**src/design/h2fd_pkg.sv**
```systemverilog
`timescale 1ns / 1ps
// ----------------------------------------------------------------------------
// h2fd_pkg
// Shared types, constants and the preface table of the HTTP/2 frame
// delineator.
// ----------------------------------------------------------------------------
package h2fd_pkg;

    localparam int unsigned LEN_W     = 24;
    localparam int unsigned SIZE_W    = 25;
    localparam int unsigned POS_W     = 5;
    localparam int unsigned HIDX_W    = 4;

    localparam logic [POS_W-1:0]  SAMPLE_LAST  = 5'd4;
    localparam logic [POS_W-1:0]  PREFACE_LAST = 5'd23;
    localparam logic [HIDX_W-1:0] HEADER_LAST  = 4'd8;
    localparam logic [HIDX_W-1:0] HIDX_KIND    = 4'd3;
    localparam logic [HIDX_W-1:0] HIDX_LIMIT   = 4'd4;
    localparam logic [7:0]        SETTINGS_KIND = 8'd4;

    localparam logic [SIZE_W-1:0] SIZE_PLAIN   = 25'd9;
    localparam logic [SIZE_W-1:0] SIZE_PREFACE = 25'd33;

    typedef enum logic [1:0] {
        ST_DONE  = 2'd0,
        ST_OVER  = 2'd1,
        ST_PROTO = 2'd2
    } t_status;

    typedef enum logic [4:0] {
        PH_CAND    = 5'b00001,
        PH_PREFACE = 5'b00010,
        PH_HEADER  = 5'b00100,
        PH_PAYLOAD = 5'b01000,
        PH_DEAD    = 5'b10000
    } t_phase;

    typedef struct packed {
        logic              valid;
        t_status           status;
        logic [SIZE_W-1:0] unit_size;
        logic              had_preface;
    } t_beat;

    // Connection preface "PRI * HTTP/2.0\r\n\r\nSM\r\n\r\n"
    function automatic logic [7:0] preface_byte(input logic [POS_W-1:0] idx);
        logic [7:0] b;
        case (idx)
            5'd0:  b = 8'h50;
            5'd1:  b = 8'h52;
            5'd2:  b = 8'h49;
            5'd3:  b = 8'h20;
            5'd4:  b = 8'h2a;
            5'd5:  b = 8'h20;
            5'd6:  b = 8'h48;
            5'd7:  b = 8'h54;
            5'd8:  b = 8'h54;
            5'd9:  b = 8'h50;
            5'd10: b = 8'h2f;
            5'd11: b = 8'h32;
            5'd12: b = 8'h2e;
            5'd13: b = 8'h30;
            5'd14: b = 8'h0d;
            5'd15: b = 8'h0a;
            5'd16: b = 8'h0d;
            5'd17: b = 8'h0a;
            5'd18: b = 8'h53;
            5'd19: b = 8'h4d;
            5'd20: b = 8'h0d;
            5'd21: b = 8'h0a;
            5'd22: b = 8'h0d;
            5'd23: b = 8'h0a;
            default: b = 8'h00;
        endcase
        return b;
    endfunction

endpackage

```
**src/design/h2fd_parse_core.sv**
```systemverilog
`timescale 1ns / 1ps
// ----------------------------------------------------------------------------
// h2fd_parse_core
// Parser state and the single-pass next-state logic for one stream byte.
// ----------------------------------------------------------------------------
module h2fd_parse_core (
    input  logic                     i_clk,
    input  logic                     i_rst_n,
    input  logic                     i_advance,
    input  logic [7:0]               i_byte,
    input  logic [h2fd_pkg::LEN_W-1:0] i_max_len,
    output h2fd_pkg::t_beat          o_beat
);
    import h2fd_pkg::*;

    t_phase             r_phase, n_phase;
    logic [POS_W-1:0]   r_pos, n_pos;
    logic [LEN_W-1:0]   r_len, n_len;
    logic [LEN_W-1:0]   r_rem, n_rem;
    logic               r_pre, n_pre;

    logic               over;
    logic               do_hdr;
    logic [HIDX_W-1:0]  hdr_idx;
    logic [2:0]         cand_pos;
    logic [POS_W-1:0]   pre_pos;
    logic               done;
    logic               err;
    t_status            err_code;

    assign over = (i_max_len != '0) && (r_len > i_max_len);

    always_comb begin
        n_phase  = r_phase;
        n_pos    = r_pos;
        n_len    = r_len;
        n_rem    = r_rem;
        n_pre    = r_pre;
        do_hdr   = 1'b0;
        hdr_idx  = '0;
        done     = 1'b0;
        err      = 1'b0;
        err_code = ST_PROTO;
        cand_pos = (r_pos >= 5'd5) ? 3'(SAMPLE_LAST) : r_pos[2:0];
        pre_pos  = (r_pos > PREFACE_LAST) ? PREFACE_LAST : r_pos;

        case (r_phase)
            PH_CAND: begin
                if (i_byte == preface_byte(POS_W'(cand_pos))
                        && POS_W'(cand_pos) == SAMPLE_LAST) begin
                    n_pre   = 1'b1;
                    n_len   = '0;
                    n_phase = PH_PREFACE;
                    n_pos   = SAMPLE_LAST + 5'd1;
                end else begin
                    if (i_byte != preface_byte(POS_W'(cand_pos))) begin
                        n_phase = PH_HEADER;
                    end
                    do_hdr  = 1'b1;
                    hdr_idx = HIDX_W'(cand_pos);
                end
            end
            PH_PREFACE: begin
                if (i_byte != preface_byte(pre_pos)) begin
                    err = 1'b1;
                end else if (pre_pos == PREFACE_LAST) begin
                    n_phase = PH_HEADER;
                    n_pos   = '0;
                end else begin
                    n_pos = pre_pos + 5'd1;
                end
            end
            PH_HEADER: begin
                do_hdr  = 1'b1;
                hdr_idx = (r_pos > POS_W'(HEADER_LAST)) ? HEADER_LAST : r_pos[HIDX_W-1:0];
            end
            PH_PAYLOAD: begin
                if (r_rem <= 24'd1) begin
                    n_rem = '0;
                    done  = 1'b1;
                end else begin
                    n_rem = r_rem - 24'd1;
                end
            end
            default: ;
        endcase

        // Frame header byte handling
        if (do_hdr) begin
            if (hdr_idx < HIDX_KIND) begin
                n_len = {r_len[LEN_W-9:0], i_byte};
                n_pos = POS_W'(hdr_idx) + 5'd1;
            end else if (hdr_idx == HIDX_KIND) begin
                if (r_pre && i_byte != SETTINGS_KIND) begin
                    err = 1'b1;
                end else if (r_pre && over) begin
                    err      = 1'b1;
                    err_code = ST_OVER;
                end else begin
                    n_pos = POS_W'(hdr_idx) + 5'd1;
                end
            end else if (hdr_idx == HIDX_LIMIT) begin
                if (!r_pre && over) begin
                    err      = 1'b1;
                    err_code = ST_OVER;
                end else begin
                    n_pos = POS_W'(hdr_idx) + 5'd1;
                end
            end else if (hdr_idx == HEADER_LAST) begin
                if (r_len == '0) begin
                    done = 1'b1;
                end else begin
                    n_rem   = r_len;
                    n_phase = PH_PAYLOAD;
                end
            end else begin
                n_pos = POS_W'(hdr_idx) + 5'd1;
            end
        end

        o_beat = '0;
        if (err) begin
            o_beat.valid  = 1'b1;
            o_beat.status = err_code;
            n_phase       = PH_DEAD;
        end else if (done) begin
            o_beat.valid       = 1'b1;
            o_beat.status      = ST_DONE;
            o_beat.unit_size   = SIZE_W'(r_len) + (r_pre ? SIZE_PREFACE : SIZE_PLAIN);
            o_beat.had_preface = r_pre;
            // start the next unit
            n_phase = PH_CAND;
            n_pos   = '0;
            n_len   = '0;
            n_rem   = '0;
            n_pre   = 1'b0;
        end
    end

    always_ff @(posedge i_clk) begin
        if (!i_rst_n) begin
            r_phase <= PH_CAND;
            r_pos   <= '0;
            r_len   <= '0;
            r_rem   <= '0;
            r_pre   <= 1'b0;
        end else if (i_advance) begin
            r_phase <= n_phase;
            r_pos   <= n_pos;
            r_len   <= n_len;
            r_rem   <= n_rem;
            r_pre   <= n_pre;
        end
    end

endmodule

```
**src/design/h2fd_out_reg.sv**
```systemverilog
`timescale 1ns / 1ps
// ----------------------------------------------------------------------------
// h2fd_out_reg
// Result register: holds one result beat until the consumer takes it.
// ----------------------------------------------------------------------------
module h2fd_out_reg (
    input  logic                        i_clk,
    input  logic                        i_rst_n,
    input  logic                        i_advance,
    input  h2fd_pkg::t_beat             i_beat,
    input  logic                        i_out_stall,
    output logic                        o_free,
    output logic                        o_out_valid,
    output h2fd_pkg::t_status           o_status,
    output logic [h2fd_pkg::SIZE_W-1:0] o_unit_size,
    output logic                        o_had_preface
);
    import h2fd_pkg::*;

    logic              r_valid;
    t_status           r_status;
    logic [SIZE_W-1:0] r_size;
    logic              r_pre;

    assign o_free = !r_valid || !i_out_stall;

    always_ff @(posedge i_clk) begin
        if (!i_rst_n) begin
            r_valid <= 1'b0;
        end else if (o_free) begin
            r_valid <= i_advance && i_beat.valid;
        end
    end

    always_ff @(posedge i_clk) begin
        if (o_free && i_advance && i_beat.valid) begin
            r_status <= i_beat.status;
            r_size   <= i_beat.unit_size;
            r_pre    <= i_beat.had_preface;
        end
    end

    assign o_out_valid   = r_valid;
    assign o_status      = r_status;
    assign o_unit_size   = r_size;
    assign o_had_preface = r_pre;

endmodule

```
**src/design/http2_frame_delineator_unit.sv**
```systemverilog
`timescale 1ns / 1ps
// ----------------------------------------------------------------------------
// http2_frame_delineator_unit
// Finds HTTP/2 unit boundaries (optional connection preface plus one frame)
// in a byte stream and reports unit size, oversize or protocol errors.
// ----------------------------------------------------------------------------
//
// Channel  | Dir | Handshake                  | Payload
// ---------+-----+----------------------------+----------------------------------
// input    | in  | i_in_valid / o_in_stall    | i_data_byte[7:0]
// output   | out | o_out_valid / i_out_stall  | o_status, o_unit_size, o_had_preface
// config   | in  | i_cfg_we                   | i_cfg_data[23:0] (max payload length)
//
// One byte is accepted per clock while o_in_stall is low. An accepted byte
// sits in the input register while the parser works on it, and its result
// (if any) is loaded into the result register once that register is free.
// Throughput is set by the result register: bytes stall only while a result
// beat is held by i_out_stall. Reset (synchronous, active low) returns to the
// unit boundary with the limit disabled. After an error or oversize beat the
// parser stays silent until reset.
// ----------------------------------------------------------------------------
module http2_frame_delineator_unit (
    input  logic                        i_clk,
    input  logic                        i_rst_n,
    input  logic                        i_cfg_we,
    input  logic [h2fd_pkg::LEN_W-1:0]  i_cfg_data,
    input  logic                        i_in_valid,
    output logic                        o_in_stall,
    input  logic [7:0]                  i_data_byte,
    output logic                        o_out_valid,
    input  logic                        i_out_stall,
    output logic [1:0]                  o_status,
    output logic [h2fd_pkg::SIZE_W-1:0] o_unit_size,
    output logic                        o_had_preface
);
    import h2fd_pkg::*;

    logic [LEN_W-1:0]  r_limit;
    logic              r_in_valid;
    logic [7:0]        r_in_byte;
    logic              out_free;
    logic              advance;
    t_beat             beat;
    t_status           status;

    // Limit register; the user writes it only while the parser is idle (not enforced here)
    always_ff @(posedge i_clk) begin
        if (!i_rst_n) begin
            r_limit <= '0;
        end else if (i_cfg_we) begin
            r_limit <= i_cfg_data;
        end
    end

    // Advance the held byte whenever the result register can take a beat
    assign advance    = r_in_valid && out_free;
    assign o_in_stall = r_in_valid && !out_free;

    // Input register: load a new beat whenever it is not held
    always_ff @(posedge i_clk) begin
        if (!i_rst_n) begin
            r_in_valid <= 1'b0;
        end else if (!o_in_stall) begin
            r_in_valid <= i_in_valid;
        end
    end

    always_ff @(posedge i_clk) begin
        if (!o_in_stall && i_in_valid) begin
            r_in_byte <= i_data_byte;
        end
    end

    h2fd_parse_core u_core (
        .i_clk     (i_clk),
        .i_rst_n   (i_rst_n),
        .i_advance (advance),
        .i_byte    (r_in_byte),
        .i_max_len (r_limit),
        .o_beat    (beat)
    );

    h2fd_out_reg u_out (
        .i_clk         (i_clk),
        .i_rst_n       (i_rst_n),
        .i_advance     (advance),
        .i_beat        (beat),
        .i_out_stall   (i_out_stall),
        .o_free        (out_free),
        .o_out_valid   (o_out_valid),
        .o_status      (status),
        .o_unit_size   (o_unit_size),
        .o_had_preface (o_had_preface)
    );

    assign o_status = status;

endmodule

```
**config.mk**
```make
export PLATFORM = sky130hd
export DESIGN_NAME = http2_frame_delineator_unit
export DESIGN_NICKNAME = d
export VERILOG_FILES = /design/src/design/h2fd_pkg.sv /design/src/design/h2fd_parse_core.sv /design/src/design/h2fd_out_reg.sv /design/src/design/http2_frame_delineator_unit.sv
export SDC_FILE = /design/constraint.sdc
export NUM_CORES = 1
export LEC_CHECK = 0
export ABC_CLOCK_PERIOD_IN_PS = 4850
export CORE_MARGIN = 3
export CORE_UTILIZATION = 40
export CTS_BUF_LIST = sky130_fd_sc_hd__clkbuf_8
export CTS_CLUSTER_DIAMETER = 40
export CTS_CLUSTER_SIZE = 14
export DETAILED_ROUTE_END_ITERATION = 6
export DONT_BUFFER_PORTS = 1
export GPL_ROUTABILITY_DRIVEN = 0
export HOLD_SLACK_MARGIN = 0.06
export PLACE_DENSITY = 0.62
export RECOVER_POWER = 25
export SYNTH_ARGS = -nofsm -noshare
export SYNTH_HDL_FRONTEND = slang
export SYNTH_HIERARCHICAL = 1
export SYNTH_SLANG_ARGS = --single-unit
```
**constraint.sdc**
```tcl
create_clock -name i_clk -period 4.85 [get_ports i_clk]
set_input_delay 0.485 -clock i_clk [delete_from_list [all_inputs] [get_ports i_clk]]
set_output_delay 0.485 -clock i_clk [all_outputs]
set_load 0.01 [all_outputs]
```
==> results of run 1 <==
logic make-up (layout without fill, tap and decap cells):
logic type,count (synthesis),count (layout)
flip-flops,121,121
AO/OA/AOI/OAI,183,183
multiplexers,33,33
adder cells (fa/ha/maj),43,43
XOR/XNOR,40,40
AND/OR/NAND/NOR,332,332
buffers and inverters,87,81
synth_stat cells, types with 3 or more instances:
library cell	number	share of area (%)
sky130_fd_sc_hd__nand3_1	20	1.3
sky130_fd_sc_hd__nand2b_1	12	1.0
sky130_fd_sc_hd__mux2i_1	32	4.3
sky130_fd_sc_hd__edfxtp_1	36	15
sky130_fd_sc_hd__and2_1	15	1.3
sky130_fd_sc_hd__o21ai_1	4	0.27
sky130_fd_sc_hd__a31oi_1	4	0.34
sky130_fd_sc_hd__o31ai_1	5	0.50
sky130_fd_sc_hd__nor3_1	18	1.2
sky130_fd_sc_hd__and4_1	3	0.35
sky130_fd_sc_hd__nor2b_1	73	6.1
sky130_fd_sc_hd__a21oi_1	48	3.2
sky130_fd_sc_hd__o22ai_1	5	0.42
sky130_fd_sc_hd__a211oi_1	3	0.30
sky130_fd_sc_hd__nor4_1	16	1.3
sky130_fd_sc_hd__o21a_1	3	0.30
sky130_fd_sc_hd__a221oi_1	3	0.35
sky130_fd_sc_hd__dfxtp_1	85	23
sky130_fd_sc_hd__or3_1	11	0.92
sky130_fd_sc_hd__o21ai_0	30	2.0
sky130_fd_sc_hd__ha_1	43	7.2
sky130_fd_sc_hd__inv_1	39	2.0
sky130_fd_sc_hd__xnor2_1	14	1.6
sky130_fd_sc_hd__and3_1	14	1.2
sky130_fd_sc_hd__o2bb2ai_1	9	1.1
sky130_fd_sc_hd__buf_2	5	0.34
sky130_fd_sc_hd__a22oi_1	41	4.1
sky130_fd_sc_hd__a32o_1	3	0.40
sky130_fd_sc_hd__a221o_1	3	0.40
sky130_fd_sc_hd__nor2_1	62	3.1
sky130_fd_sc_hd__nand3b_1	3	0.30
sky130_fd_sc_hd__nand2_1	48	2.4
sky130_fd_sc_hd__or2_2	6	0.50
sky130_fd_sc_hd__a32oi_1	4	0.47
sky130_fd_sc_hd__xor2_1	26	3.1
sky130_fd_sc_hd__clkbuf_1	36	1.8
sky130_fd_sc_hd__nor3b_1	3	0.30
sky130_fd_sc_hd__nor4b_1	4	0.47
sky130_fd_sc_hd__nand4_1	9	0.76
sky130_fd_sc_hd__and3b_1	3	0.35
final cells by class:
cell class	count	area (µm²)
fill	1798	10100
multi-input combinational	631	4310
sequential	121	2780
tap	229	287
clock buffer	17	234
clock inverter	15	193
inverter	39	146
timing repair buffer	10	75.1
per-stage QoR:
stage                     hold WS [ps]  worst slack, ps
after floorplan                    466              348
after global placement             482              831
after detailed placement           488              719
after CTS                         94.3              690
after global routing              97.1              267
final                              128              602
layout by cell type, fill, tap and decap left out, types with 15 or more instances in the layout:
master	instances
sky130_fd_sc_hd__nand2_1	49
sky130_fd_sc_hd__inv_1	39
sky130_fd_sc_hd__edfxtp_1	36
sky130_fd_sc_hd__nor2b_1	73
sky130_fd_sc_hd__clkbuf_8	17
sky130_fd_sc_hd__a21oi_1	47
sky130_fd_sc_hd__nor4_1	16
sky130_fd_sc_hd__nor2_1	61
sky130_fd_sc_hd__mux2i_1	32
sky130_fd_sc_hd__a22oi_1	41
sky130_fd_sc_hd__o21ai_0	30
sky130_fd_sc_hd__dfxtp_1	85
sky130_fd_sc_hd__ha_1	43
sky130_fd_sc_hd__xor2_1	26
sky130_fd_sc_hd__nor3_1	18
sky130_fd_sc_hd__and2_1	15
sky130_fd_sc_hd__nand3_1	20
power groups by stage:
stage | clock network, mW | registers [mW] | logic (mW)
2_1_floorplan | 0 | 1.10 | 0.158
3_3_place_gp | 0 | 1.12 | 0.172
3_5_place_dp | 0 | 1.12 | 0.174
4_1_cts | 1.01 | 1.10 | 0.175
5_1_grt | 1.05 | 1.11 | 0.198
6_report | 0.982 | 1.10 | 0.176
sequential cells by signal, indices dropped and copies added, names as in the netlist:
signal               count
u_out/o_unit_size       25
r_limit                 24
u_core/r_len            24
u_core/r_rem            24
r_in_byte                8
u_core/r_phase           5
u_core/r_pos             5
u_out/o_status           2
r_in_valid               1
u_core/r_pre             1
u_out/o_had_preface      1
u_out/o_out_valid        1
path summary, 6_finish.rpt:
path	end	start	cells after the start
max reg2reg	u_out/o_unit_size[12]	u_core/r_pos[4]	12
min reg2reg	u_core/r_rem[23]	u_core/r_rem[23]	2
max	u_out/o_unit_size[12]	u_core/r_pos[4]	12
min	r_in_byte[4]	i_data_byte[4]	0
per-layer routing:
| layer | wire length, µm | vias up | GRT usage, % | share of wire [%] |
|---|---|---|---|---|
| met2 | 8890 | 173 | 30.7 | 46 |
| met1 | 9080 | 2848 | 25.2 | 47 |
| met4 | 215 | 0 | 5.10 | 1.1 |
| li1 | - | 2986 | - | - |
| met3 | 1120 | 13 | 5.14 | 5.8 |
| met5 | 0 | - | 0 | 0 |
==> summary by stage, run 1 <==
Floorplanning
The initial core utilization is 41.1%. The floorplan has 49 rows. The core box area is 18100 µm². In this run the vertical extent of the chip is 143 µm.

67 I/O pins were placed. The floorplan step defined a die boundary enclosing 20300 µm². The horizontal extent of the die is 143 µm.

Synth
The summed instance area of the synthesized netlist is 7450 µm². The number of flops mapped to enable cells by yosys is 36. For this run, asynchronously set or reset flops after synthesis account for 0%. The main combinational cell family by area after synthesis is simple AND/OR/NAND/NOR gates.

The post-synthesis mux area share is 4.45%. Counting every net in the synthesized netlist gives 919. Summing the areas of all compound-gate instances in the mapped netlist gives 16.6% of the synthesized area. Of the total synthesized cell area, the portion taken by full adders, half adders and majority gates is 7.22%. The mean area per synthesized cell is 8.88 µm². Summing the sequential cell areas from Yosys gives 37.3% of the chip area. The synthesis warning total is 6. The number of different library cells in the post-synthesis netlist is 71.

For this run, the leading register cell type out of synthesis is sky130_fd_sc_hd__dfxtp_1. Of the total synthesized cell area, the portion taken by AND, OR, NAND and NOR gates is 24.6%. The flip-flop and latch count after synthesis is 121. The post-synthesis cell count is 839. The share of the synthesized netlist area taken by xor and xnor gates is 4.70%.

Clock tree
The post-cts gate resize count is 0. TritonCTS built the clock tree. CTS saw 121 sinks. The hold buffer count at cts is 0. CTS built an H-tree with a depth of 4. The number of buffers added by the clock tree synthesis step is 17. Clock-pin slew was measured on the worst setup and hold paths at 80 ps. In this run the deepest clock path goes through 2 buffers.

In this run the post-CTS setup repair buffer count came out at 0. Clock tree synthesis selected as its root buffer the cell sky130_fd_sc_hd__clkbuf_8. The clock insertion delay at the later pin of the skew report is 450 ps.

Power
Summed over all nets, the switching power comes to 600 µW. The peak ir drop on the vdd network is 0.192 mV. The total leakage power is 3.07 nW. After layout, the design draws a total of 2.26 mW. Per report_power, the clock group accounts for 43.5% of the total.

The portion of total power attributed to sequential cells is 48.7%. The combinational share of power is 7.8%. Internal power comes to 1.66 mW. The power per cell area is 281 nW/µm². In this run switching power makes up 26.6% of total power.

Routing
The average wire length per cell after detail routing is 18.2 µm. The remaining antenna violation count after routing is 0. The first detailed-routing pass took 5 iterations. The ratio of routed vias to standard cells is 5.67. The routed layout has 6020 vias. Wires add up to 19300 µm. The detailed-route DRC error count is 0. The detailed router finished its first iteration with 417 violations.

Status
The flow ran to the end, and the final reports show no timing, DRC or antenna violations.

Critical path
The data arrival at the endpoint of the critical path is 4360 ps. The startpoint kind of the worst setup timing path is a flip-flop. The setup check on the worst reg-to-reg path leaves a slack of 600 ps.

The delay of the slowest cell on the worst path is 620 ps. For the worst setup path, the data required time is 4960 ps. Counting both buffers and inverters, the worst setup path holds a total of 1.

Traced cell by cell, the critical path runs through or3_1, or3_1, a2111oi_2, o21ai_1, a211oi_2, o21ai_0, a21boi_0, a21oi_1, nand2_1, nand2_1, a21oi_4, buf_4. The highest net fanout along the worst path is 28. The element type at the critical path end is a flip-flop. For this design, the slowest cell found on the critical path is sky130_fd_sc_hd__or3_1. Broken down by cell family, the worst path's largest delay share belongs to compound AO/OA/AOI/OAI gates. The critical path in this run is classified as reg2reg.

Global routing
For this run the aggregate overflow at the end of global routing stands at 0. The number of antenna violations at the first check in global routing is 0. The number of global-route vias before repair is 5606. Entering global routing, the biggest net connects 78 pins. The first global-routing pass estimated 30500 µm of wire. In the global route stage, overall resource usage came out at 19.0%.

Finish
At the end of the flow the core is filled with cells to 44.2%. The repair_antennas step left the layout with diodes totalling 0. The net count of the finished layout is 900.

The finished cells cover 8030 µm². After the flow finishes, the layout carries non-filler instances totaling 1062. The area growth from synthesis to layout is 7.69%. The share of final-layout standard cells stronger than drive strength 1 is 7.56%.

Timing
The number of max-slew violations in the final report is 0. For the finished layout, the period the worst path requires is 4250 ps. The clock arrives with 15.8 ps of skew. Summed over all failing endpoints, the final setup total negative slack is 0 ps. The share of the clock period used by the worst path is 87.6%. Setup repair after global routing left no endpoint under its margin. The highest attainable clock frequency is 0.235 GHz. The slew at the pin closest to its max-slew limit is 1030 ps. The hold violation total from the final report was 0. Setup violations remaining at the end of the flow were counted as 0. In this run the tightest slew margin relative to its limit is 30.9%.

Placement
In this run the cell area measured after placement is 7600 µm². Once detailed placement completed, the half-perimeter wirelength came to 13700 µm. Port buffering added 0 buffers. The number of placed instances with taps included is 1030.

Hold path
The worst hold path belongs to the class in2reg.

Job
The tool flagged a number of max-cap violations equal to 0.
Power figures use the tool's default switching activity.
==> inputs of run 2 (changes only) <==
- ABC_CLOCK_PERIOD_IN_PS: 4850 -> 4300
- BUFFER_PORTS_ARGS: unset -> -buffer_cell sky130_fd_sc_hd__buf_2
- DONT_BUFFER_PORTS: 1 -> unset
- PLACE_DENSITY: 0.62 -> 0.67
- clock period: 4.85 -> 4.3 ns (I/O delays scaled with it)
==> run 2 against run 1 <==
  * The run now ends with capacitance limit, slew limit left
  * Sequential cell count is the same
  * Sequential power is 13% higher
  * Final cell count grew 7.3%
  * Global-route usage is 0.60 points higher
  * Worst setup slack lost 180 ps
  * Combinational power increased by 35%
  * Via count increased by 6.0%
  * Clock-buffer cell count did not move
  * Power up 16%
  * Critical path type unchanged
  * Critical endpoint is now u_out/o_unit_size[8]
==> summary by stage, run 2 (same netlist as run 1, synthesis figures left out) <==
Routing
The number of DRC markers after the initial detailed-route iteration is 549. For this run, the detailed router's first-pass iteration total came to 5. The total via count in the routed design is 6380. The remaining antenna violation count after routing is 0. The average wire length per cell after detail routing is 17.3 µm.

The ratio of routed vias to standard cells is 5.60. The detailed-route DRC error count is 0. The wire length after detailed routing is 19700 µm.

Global routing
The number of antenna violations at the first check in global routing is 0. Entering global routing, the biggest net connects 54 pins. The first global-routing pass estimated 31800 µm of wire. The combined global-route utilization of all metal layers is 19.6%.

For this run the aggregate overflow at the end of global routing stands at 0. The number of global-route vias before repair is 6034.

Timing
The hold violation total from the final report is 0. For the pin with the worst max-slew slack, the measured transition is 1800 ps. The maximum clock skew at final layout is 12.5 ps.

The number of max-slew violations in the final report is 54. The final count of negative-setup-slack endpoints is 0. For the finished layout, the period the worst path requires is 3880 ps. The final critical path takes up 90.2% of the cycle. Setup repair after global routing left no endpoint under its margin. Final hold analysis gives a worst-case slack of 148 ps. The highest attainable clock frequency is 0.258 GHz. Summed over all failing endpoints, the final setup total negative slack is 0 ps. The normalized max-slew margin is -19.8%. The final worst setup slack is 421 ps.

Status
The final reports fail on capacitance limit, slew limit. The run finished, with violations left.

Floorplanning
The number of placement rows is 49. The die is 143 µm wide. For this design the top-level I/O count stands at 67.

The initial core utilization is 41.1%. From bottom edge to top edge, the die measures 143 µm. The die outline area is 20300 µm². The core region is 18100 µm².

Clock tree
The total number of clock tree sinks is 121. TritonCTS created 17 clock buffers. The CTS tree is yes. The clock insertion delay at the later pin of the skew report is 460 ps. CTS placed an instance of sky130_fd_sc_hd__clkbuf_8 at the clock tree root.

The post-CTS repair timing setup buffer count is 0. The post-cts gate resize count is 0. The clock passes through at most 2 buffers. The number of H-tree levels is 4. The clock-pin transition on the worst setup and hold timing paths is 80 ps.

Hold repair after CTS inserted 0 buffers.

Critical path
The data required time of the critical path is 4460 ps. Together, buffers and inverters on the worst path number 1. Data arrives at the worst endpoint at 4040 ps. The logic depth of the worst register-to-register path is 13. The critical path goes through ha_1, nand3_1, nor4_1, nor3b_1, o31ai_1, a211oi_1, o31ai_1, a21boi_0, a21oi_1, nand2_1, nand2_1, a21oi_4, buf_12.

The endpoint identified for the worst register-to-register timing path is u_out/o_unit_size[8]. The highest net fanout along the worst path is 28. Broken down by cell family, the worst path's largest delay share belongs to compound AO/OA/AOI/OAI gates. The startpoint kind of the worst setup timing path is a flip-flop. Setup slack on the worst reg-to-reg path comes out at 420 ps. The delay of the slowest cell on the worst path is 570 ps. The startpoint of the worst-slack reg-to-reg timing path is u_core/r_len[16]. The critical path in this run is classified as reg2reg. The critical path crosses 13 cells after its start point. The element type at the critical path end is a flip-flop. The slowest stage of the critical path belongs to the cell sky130_fd_sc_hd__a211oi_1.

Finish
The post-layout utilization of the core is 46.5%. The total of fill cells in the finished design is 1760. The net count of the finished layout is 978. The cell area after layout is 8450 µm². The top cell types in the final layout, fill and taps aside, are sky130_fd_sc_hd__dfxtp_1 (85), sky130_fd_sc_hd__nor2b_1 (73), sky130_fd_sc_hd__nor2_1 (61).

The area added between synthesis and finish is 13.3%. The count of antenna diodes in the layout is 0. The post-route netlist has 13.7% of its cells at a drive strength greater than 1.

The number of flip-flops in the largest register is 25. In the final layout, the multi-input gates occupy 4310 µm². The register area is 2780 µm². Leaving out fill and tap cells, the most frequent cell in the layout is sky130_fd_sc_hd__dfxtp_1.

Power
The power per cell area is 310 nW/µm². The peak ir drop on the vdd network is 0.173 mV. The combinational share of power is 9.1%. The proportion of power drawn by the clock network is 43.6%. The total leakage power is 3.39 nW. The proportion of total power due to net switching is 26.1%. Sequential cells burn 47.3% of the power. The net switching power of the design is 684 µW. The total internal power is 1.93 mW.

Job
The tool flagged a number of max-cap violations equal to 1.

Placement
The count of buffers inserted at the top-level ports is 66. Prior to clock tree synthesis, the placed netlist has a worst setup slack of 514 ps. The placed standard-cell area is 8040 µm². The detailed placement HPWL is 14000 µm.

Hold path
The class of the worst hold path is in2reg. The hold-critical path endpoint is r_in_byte[5]. The startpoint identified for the worst hold timing path is i_data_byte[5]. The number of instances on the worst hold path is 1.
==> run 2: cell count changes in the layout (fill, tap and decap cells not counted) <==
cell                         change
sky130_fd_sc_hd__buf_12          +1
sky130_fd_sc_hd__buf_2          +52
sky130_fd_sc_hd__buf_4          +10
sky130_fd_sc_hd__bufinv_16       +1
sky130_fd_sc_hd__clkbuf_1       +15
sky130_fd_sc_hd__clkinv_1        +1
sky130_fd_sc_hd__clkinv_4        -2
sky130_fd_sc_hd__clkinvlp_4      -1
sky130_fd_sc_hd__inv_1           +1
sky130_fd_sc_hd__inv_4           +1
sky130_fd_sc_hd__inv_6           +1
sky130_fd_sc_hd__inv_8           -2
sky130_fd_sc_hd__nand2_1         -1
sky130_fd_sc_hd__nand2_2         +1
==> run 2: cell type report <==
| class | count | area share (%) |
|---|---|---|
| multi-input combinational | 631 | 51.1 |
| sequential | 121 | 32.9 |
| timing repair buffer | 88 | 5.76 |
| tap | 229 | 3.39 |
| clock buffer | 17 | 2.77 |
| clock inverter | 15 | 2.34 |
| inverter | 39 | 1.73 |
==> run 2: layer usage <==
metal	up-vias	part of all wire (%)	track usage (%)
met1	2976	46	26.6
li1	3143	-	-
met3	35	5.9	3.49
met4	0	2.1	7.75
met2	226	46	31.0
met5	-	0	0
==> run 2: worst register-to-register path, delay by kind of cell, from the launching register on <==
family | cells | cell delay [ps]
compound gates | 6 | 1620
buf+inv | 1 | 210
flops | 1 | 410
simple gates | 5 | 990
fa+ha+maj | 1 | 360
==> run 2: worst max path at each step <==
stage	startpoint	to
2_1_floorplan	u_core/r_rem[10]	u_out/o_had_preface
5_1_grt	u_core/r_pos[3]	u_out/o_unit_size[11]
6_report	u_core/r_len[16]	u_out/o_unit_size[8]
4_1_cts	u_core/r_len[16]	u_out/o_unit_size[9]
3_3_place_gp	u_core/r_pos[3]	u_out/o_unit_size[1]
3_5_place_dp	u_core/r_len[15]	u_out/o_unit_size[11]
==> run 2: power groups by stage <==
| stage | clock network [mW] | registers (mW) | logic (mW) |
|---|---|---|---|
| 2_1_floorplan | 0 | 1.24 | 0.179 |
| 3_3_place_gp | 0 | 1.26 | 0.232 |
| 3_5_place_dp | 0 | 1.26 | 0.234 |
| 4_1_cts | 1.16 | 1.24 | 0.237 |
| 5_1_grt | 1.20 | 1.24 | 0.269 |
| 6_report | 1.14 | 1.24 | 0.238 |
==> run 2: through the flow <==
stage | instances | power (mW)
4_1_cts | 1140 | 2.63
3_5_place_dp | 1108 | 1.50
6_report | 1140 | 2.62
3_3_place_gp | 1108 | 1.49
5_1_grt | 1140 | 2.71
2_1_floorplan | 839 | 1.42
==> inputs of run 3 (changes only) <==
- ABC_CLOCK_PERIOD_IN_PS: 4300 -> 3400
- PLACE_DENSITY: 0.67 -> 0.64
- clock period: 4.3 -> 3.4 ns (I/O delays scaled with it)
==> run 3 against run 2 <==
  * The flow finishes with violations (DRC, capacitance limit, slew limit)
  * Largest power group unchanged
  * First-iteration DRC count grew 0.36%
  * Sequential share of layout area fell by 1.9 points
  * Die area unchanged
  * Via count up 2.6%
  * Worst setup slack got worse by 310 ps
  * Critical endpoint is now u_out/o_had_preface
  * Clock skew is 6.7 ps higher
  * Global-route usage is 0.090 points higher
  * Wire length rose by 2.8%
  * Sequential power rose by 25%
  * Clock-buffer cell count up 1
  * Clock power rose by 22%
  * Fmax is 18% higher
==> summary by stage, run 3 (same netlist as run 1, synthesis figures left out) <==
Status
The flow ran to the end, but the final reports show violations. The final reports fail on DRC, capacitance limit, slew limit.

Clock tree
The clock-pin transition on the worst setup and hold timing paths is 70 ps. TritonCTS built the clock tree. The number of H-tree levels is 4. The number of buffers between clock root and the deepest sink is 2. Buffers inserted during clock tree synthesis total 17. The clock insertion delay at the later pin of the skew report is 460 ps.

The tree built by TritonCTS fans out to 121 sinks. The tree is rooted in a sky130_fd_sc_hd__clkbuf_8.

Routing
The amount of wire on met2 after detailed routing is 9580 µm. The total via count in the routed design is 6549. The remaining antenna violation count after routing is 0.

The detailed router used layers up to and including met4. For this run, design rule violations remaining after detail routing come to 1. In this run, the number of DRC markers left after iteration 0 of detailed routing was 551. For this run, the detailed router's first-pass iteration total came to 7. The average wire length per cell after detail routing is 17.0 µm.

The detailed-routed wire length on met3 is 1150 µm. The ratio of routed vias to standard cells is 5.49. The wire length after detailed routing is 20300 µm. The detailed router put a total of 9270 µm of wire on met1.

Finish
The share of final-layout standard cells stronger than drive strength 1 is 20.2%. In the layout the commonest cells are sky130_fd_sc_hd__dfxtp_1 (78), sky130_fd_sc_hd__nor2b_1 (73), sky130_fd_sc_hd__buf_4 (60), sky130_fd_sc_hd__nor2_1 (60), sky130_fd_sc_hd__buf_2 (52). The number of flip-flops in the largest register is 25. 0 antenna diodes ended up in the layout. The area growth from synthesis to layout is 21.1%. Leaving out fill and tap cells, the most frequent cell in the layout is sky130_fd_sc_hd__dfxtp_1. The final layout contains 1031 nets.

Timing
The normalized max-slew margin is -8.22%. The hold violation total from the final report is 0. For the final database, setup skew stands at 19.2 ps. Static timing analysis puts the maximum clock frequency at 0.304 GHz. The number of max-slew violations in the final report is 25. The worst path needs 3290 ps of the cycle, external delays included.

The final worst setup slack is 115 ps. The share of the clock period used by the worst path is 96.6%. The tightest hold margin is 106 ps.

The slew at the pin closest to its max-slew limit is 1620 ps. Setup violations remaining at the end of the flow were counted as 0.

Floorplanning
The horizontal extent of the die is 143 µm. The number of placement rows is 49. The number of I/O pins is 67. The vertical extent of the die is 143 µm. The die outline area is 20300 µm².

The initial utilization of the core area, before any placement, comes to 41.1%. The core region is 18100 µm².

Hold path
The worst hold path belongs to the class in2reg.

Critical path
The start-to-end type of the worst setup path is reg2reg. STA classifies the critical path endpoint as a flip-flop. Along the worst path, the maximum fanout reaches 7.

The worst setup path is launched from a flip-flop. The data required time of the critical path is 3570 ps. For the worst setup path, the data arrival time is 3450 ps.

Power
The total leakage power is 3.69 nW. IR analysis of the VDD net gives a maximum drop of 0.232 mV. For this design the ratio of total power to cell area is 364 nW/µm².

Placement
Detailed placement finished with a half-perimeter wire length of 14300 µm. The placement-stage worst setup slack is -101 ps. Buffers placed on the I/O ports in this run total 66.

Global routing
The number of global-route vias before repair is 6066. The number of antenna violations at the first check in global routing is 0. Entering global routing, the biggest net connects 48 pins. The global route total overflow is 0. In the global route stage, overall resource usage came out at 19.7%. The first global-routing pass estimated 31800 µm of wire.

Job
The number of max-cap violations is 1.
-- run 3: changes by cell type in the layout (fill, tap and decap cells not counted), moves of 2 or more --
cell	previous run	this run
sky130_fd_sc_hd__buf_4	20	60
sky130_fd_sc_hd__dlygate4sd3_1	0	8
sky130_fd_sc_hd__dfxtp_1	85	78
sky130_fd_sc_hd__dfxtp_2	0	4
sky130_fd_sc_hd__dfxtp_4	0	3
sky130_fd_sc_hd__a21oi_1	47	45
sky130_fd_sc_hd__a21oi_2	0	2
sky130_fd_sc_hd__buf_12	1	3
sky130_fd_sc_hd__buf_6	0	2
sky130_fd_sc_hd__clkbuf_16	0	2
sky130_fd_sc_hd__o21ai_2	0	2
sky130_fd_sc_hd__or3_1	11	9
sky130_fd_sc_hd__or3_4	0	2
-- run 3: per-layer routing --
layer / global-route usage [%] / up-vias
met3: 4.40 / 17
li1: - / 3252
met5: 0 / -
met4: 6.05 / 0
met1: 26.2 / 3081
met2: 32.0 / 199
-- run 3: final timing paths --
path                            slack [ps]              start  cells after the start                   to
worst min register to register         490  u_core/r_phase[4]                      2    u_core/r_phase[4]
worst min-delay path                   110         i_in_valid                      2           r_in_valid
worst max-delay path                   110    u_core/r_pos[2]                     13  u_out/o_had_preface
worst max register to register         110    u_core/r_pos[2]                     13  u_out/o_had_preface
-- run 3: what timing repair did --
action                     CTS  global route
resized for setup            1            25
hold buffers                 8             0
buffers inserted             0             3
setup endpoints to repair   28            41
hold endpoints to repair     8             0
gates cloned                 0             3
pin swaps                    0             6
-- run 3: critical path, cell delays in order (launching register included) --
cell	delay [ps]
sky130_fd_sc_hd__dfxtp_4	370
sky130_fd_sc_hd__or3_4	420
sky130_fd_sc_hd__or3_4	390
sky130_fd_sc_hd__a2111oi_4	340
sky130_fd_sc_hd__o21ai_2	120
sky130_fd_sc_hd__a211oi_2	320
sky130_fd_sc_hd__o31ai_2	150
sky130_fd_sc_hd__a21boi_2	190
sky130_fd_sc_hd__a21oi_2	60
sky130_fd_sc_hd__nand2_2	70
sky130_fd_sc_hd__nand2_2	70
sky130_fd_sc_hd__a21oi_4	190
sky130_fd_sc_hd__buf_12	160
sky130_fd_sc_hd__clkbuf_16	160
-- run 3: where the power goes --
part           switching, mW  leakage (nW)  internal, mW
Sequential            0.0390          1.10          1.51
Clock                  0.638         0.217         0.750
Combinational          0.190          2.37         0.157
-- run 3: cell type report --
cell class	instances	area, µm²
clock buffer	18	248
clock inverter	14	171
fill	1702	9120
inverter	39	146
multi-input combinational	631	4400
sequential	121	2800
tap	229	287
timing repair buffer	141	976
-- run 3: metrics by stage --
| stage | power, mW | utilization [%] | instances | instance area [µm²] | setup TNS (ps) |
|---|---|---|---|---|---|
| 2_1_floorplan | 1.80 | - | 839 | 7520 | 0 |
| 3_3_place_gp | 1.92 | 46.1 | 1147 | 8370 | -1950 |
| 3_5_place_dp | 1.92 | 46.1 | 1147 | 8370 | -2760 |
| 4_1_cts | 3.31 | 48.9 | 1187 | 8870 | 0 |
| 5_1_grt | 3.42 | 49.8 | 1193 | 9030 | -13.2 |
| 6_report | 3.29 | 49.8 | 1193 | 9030 | 0 |
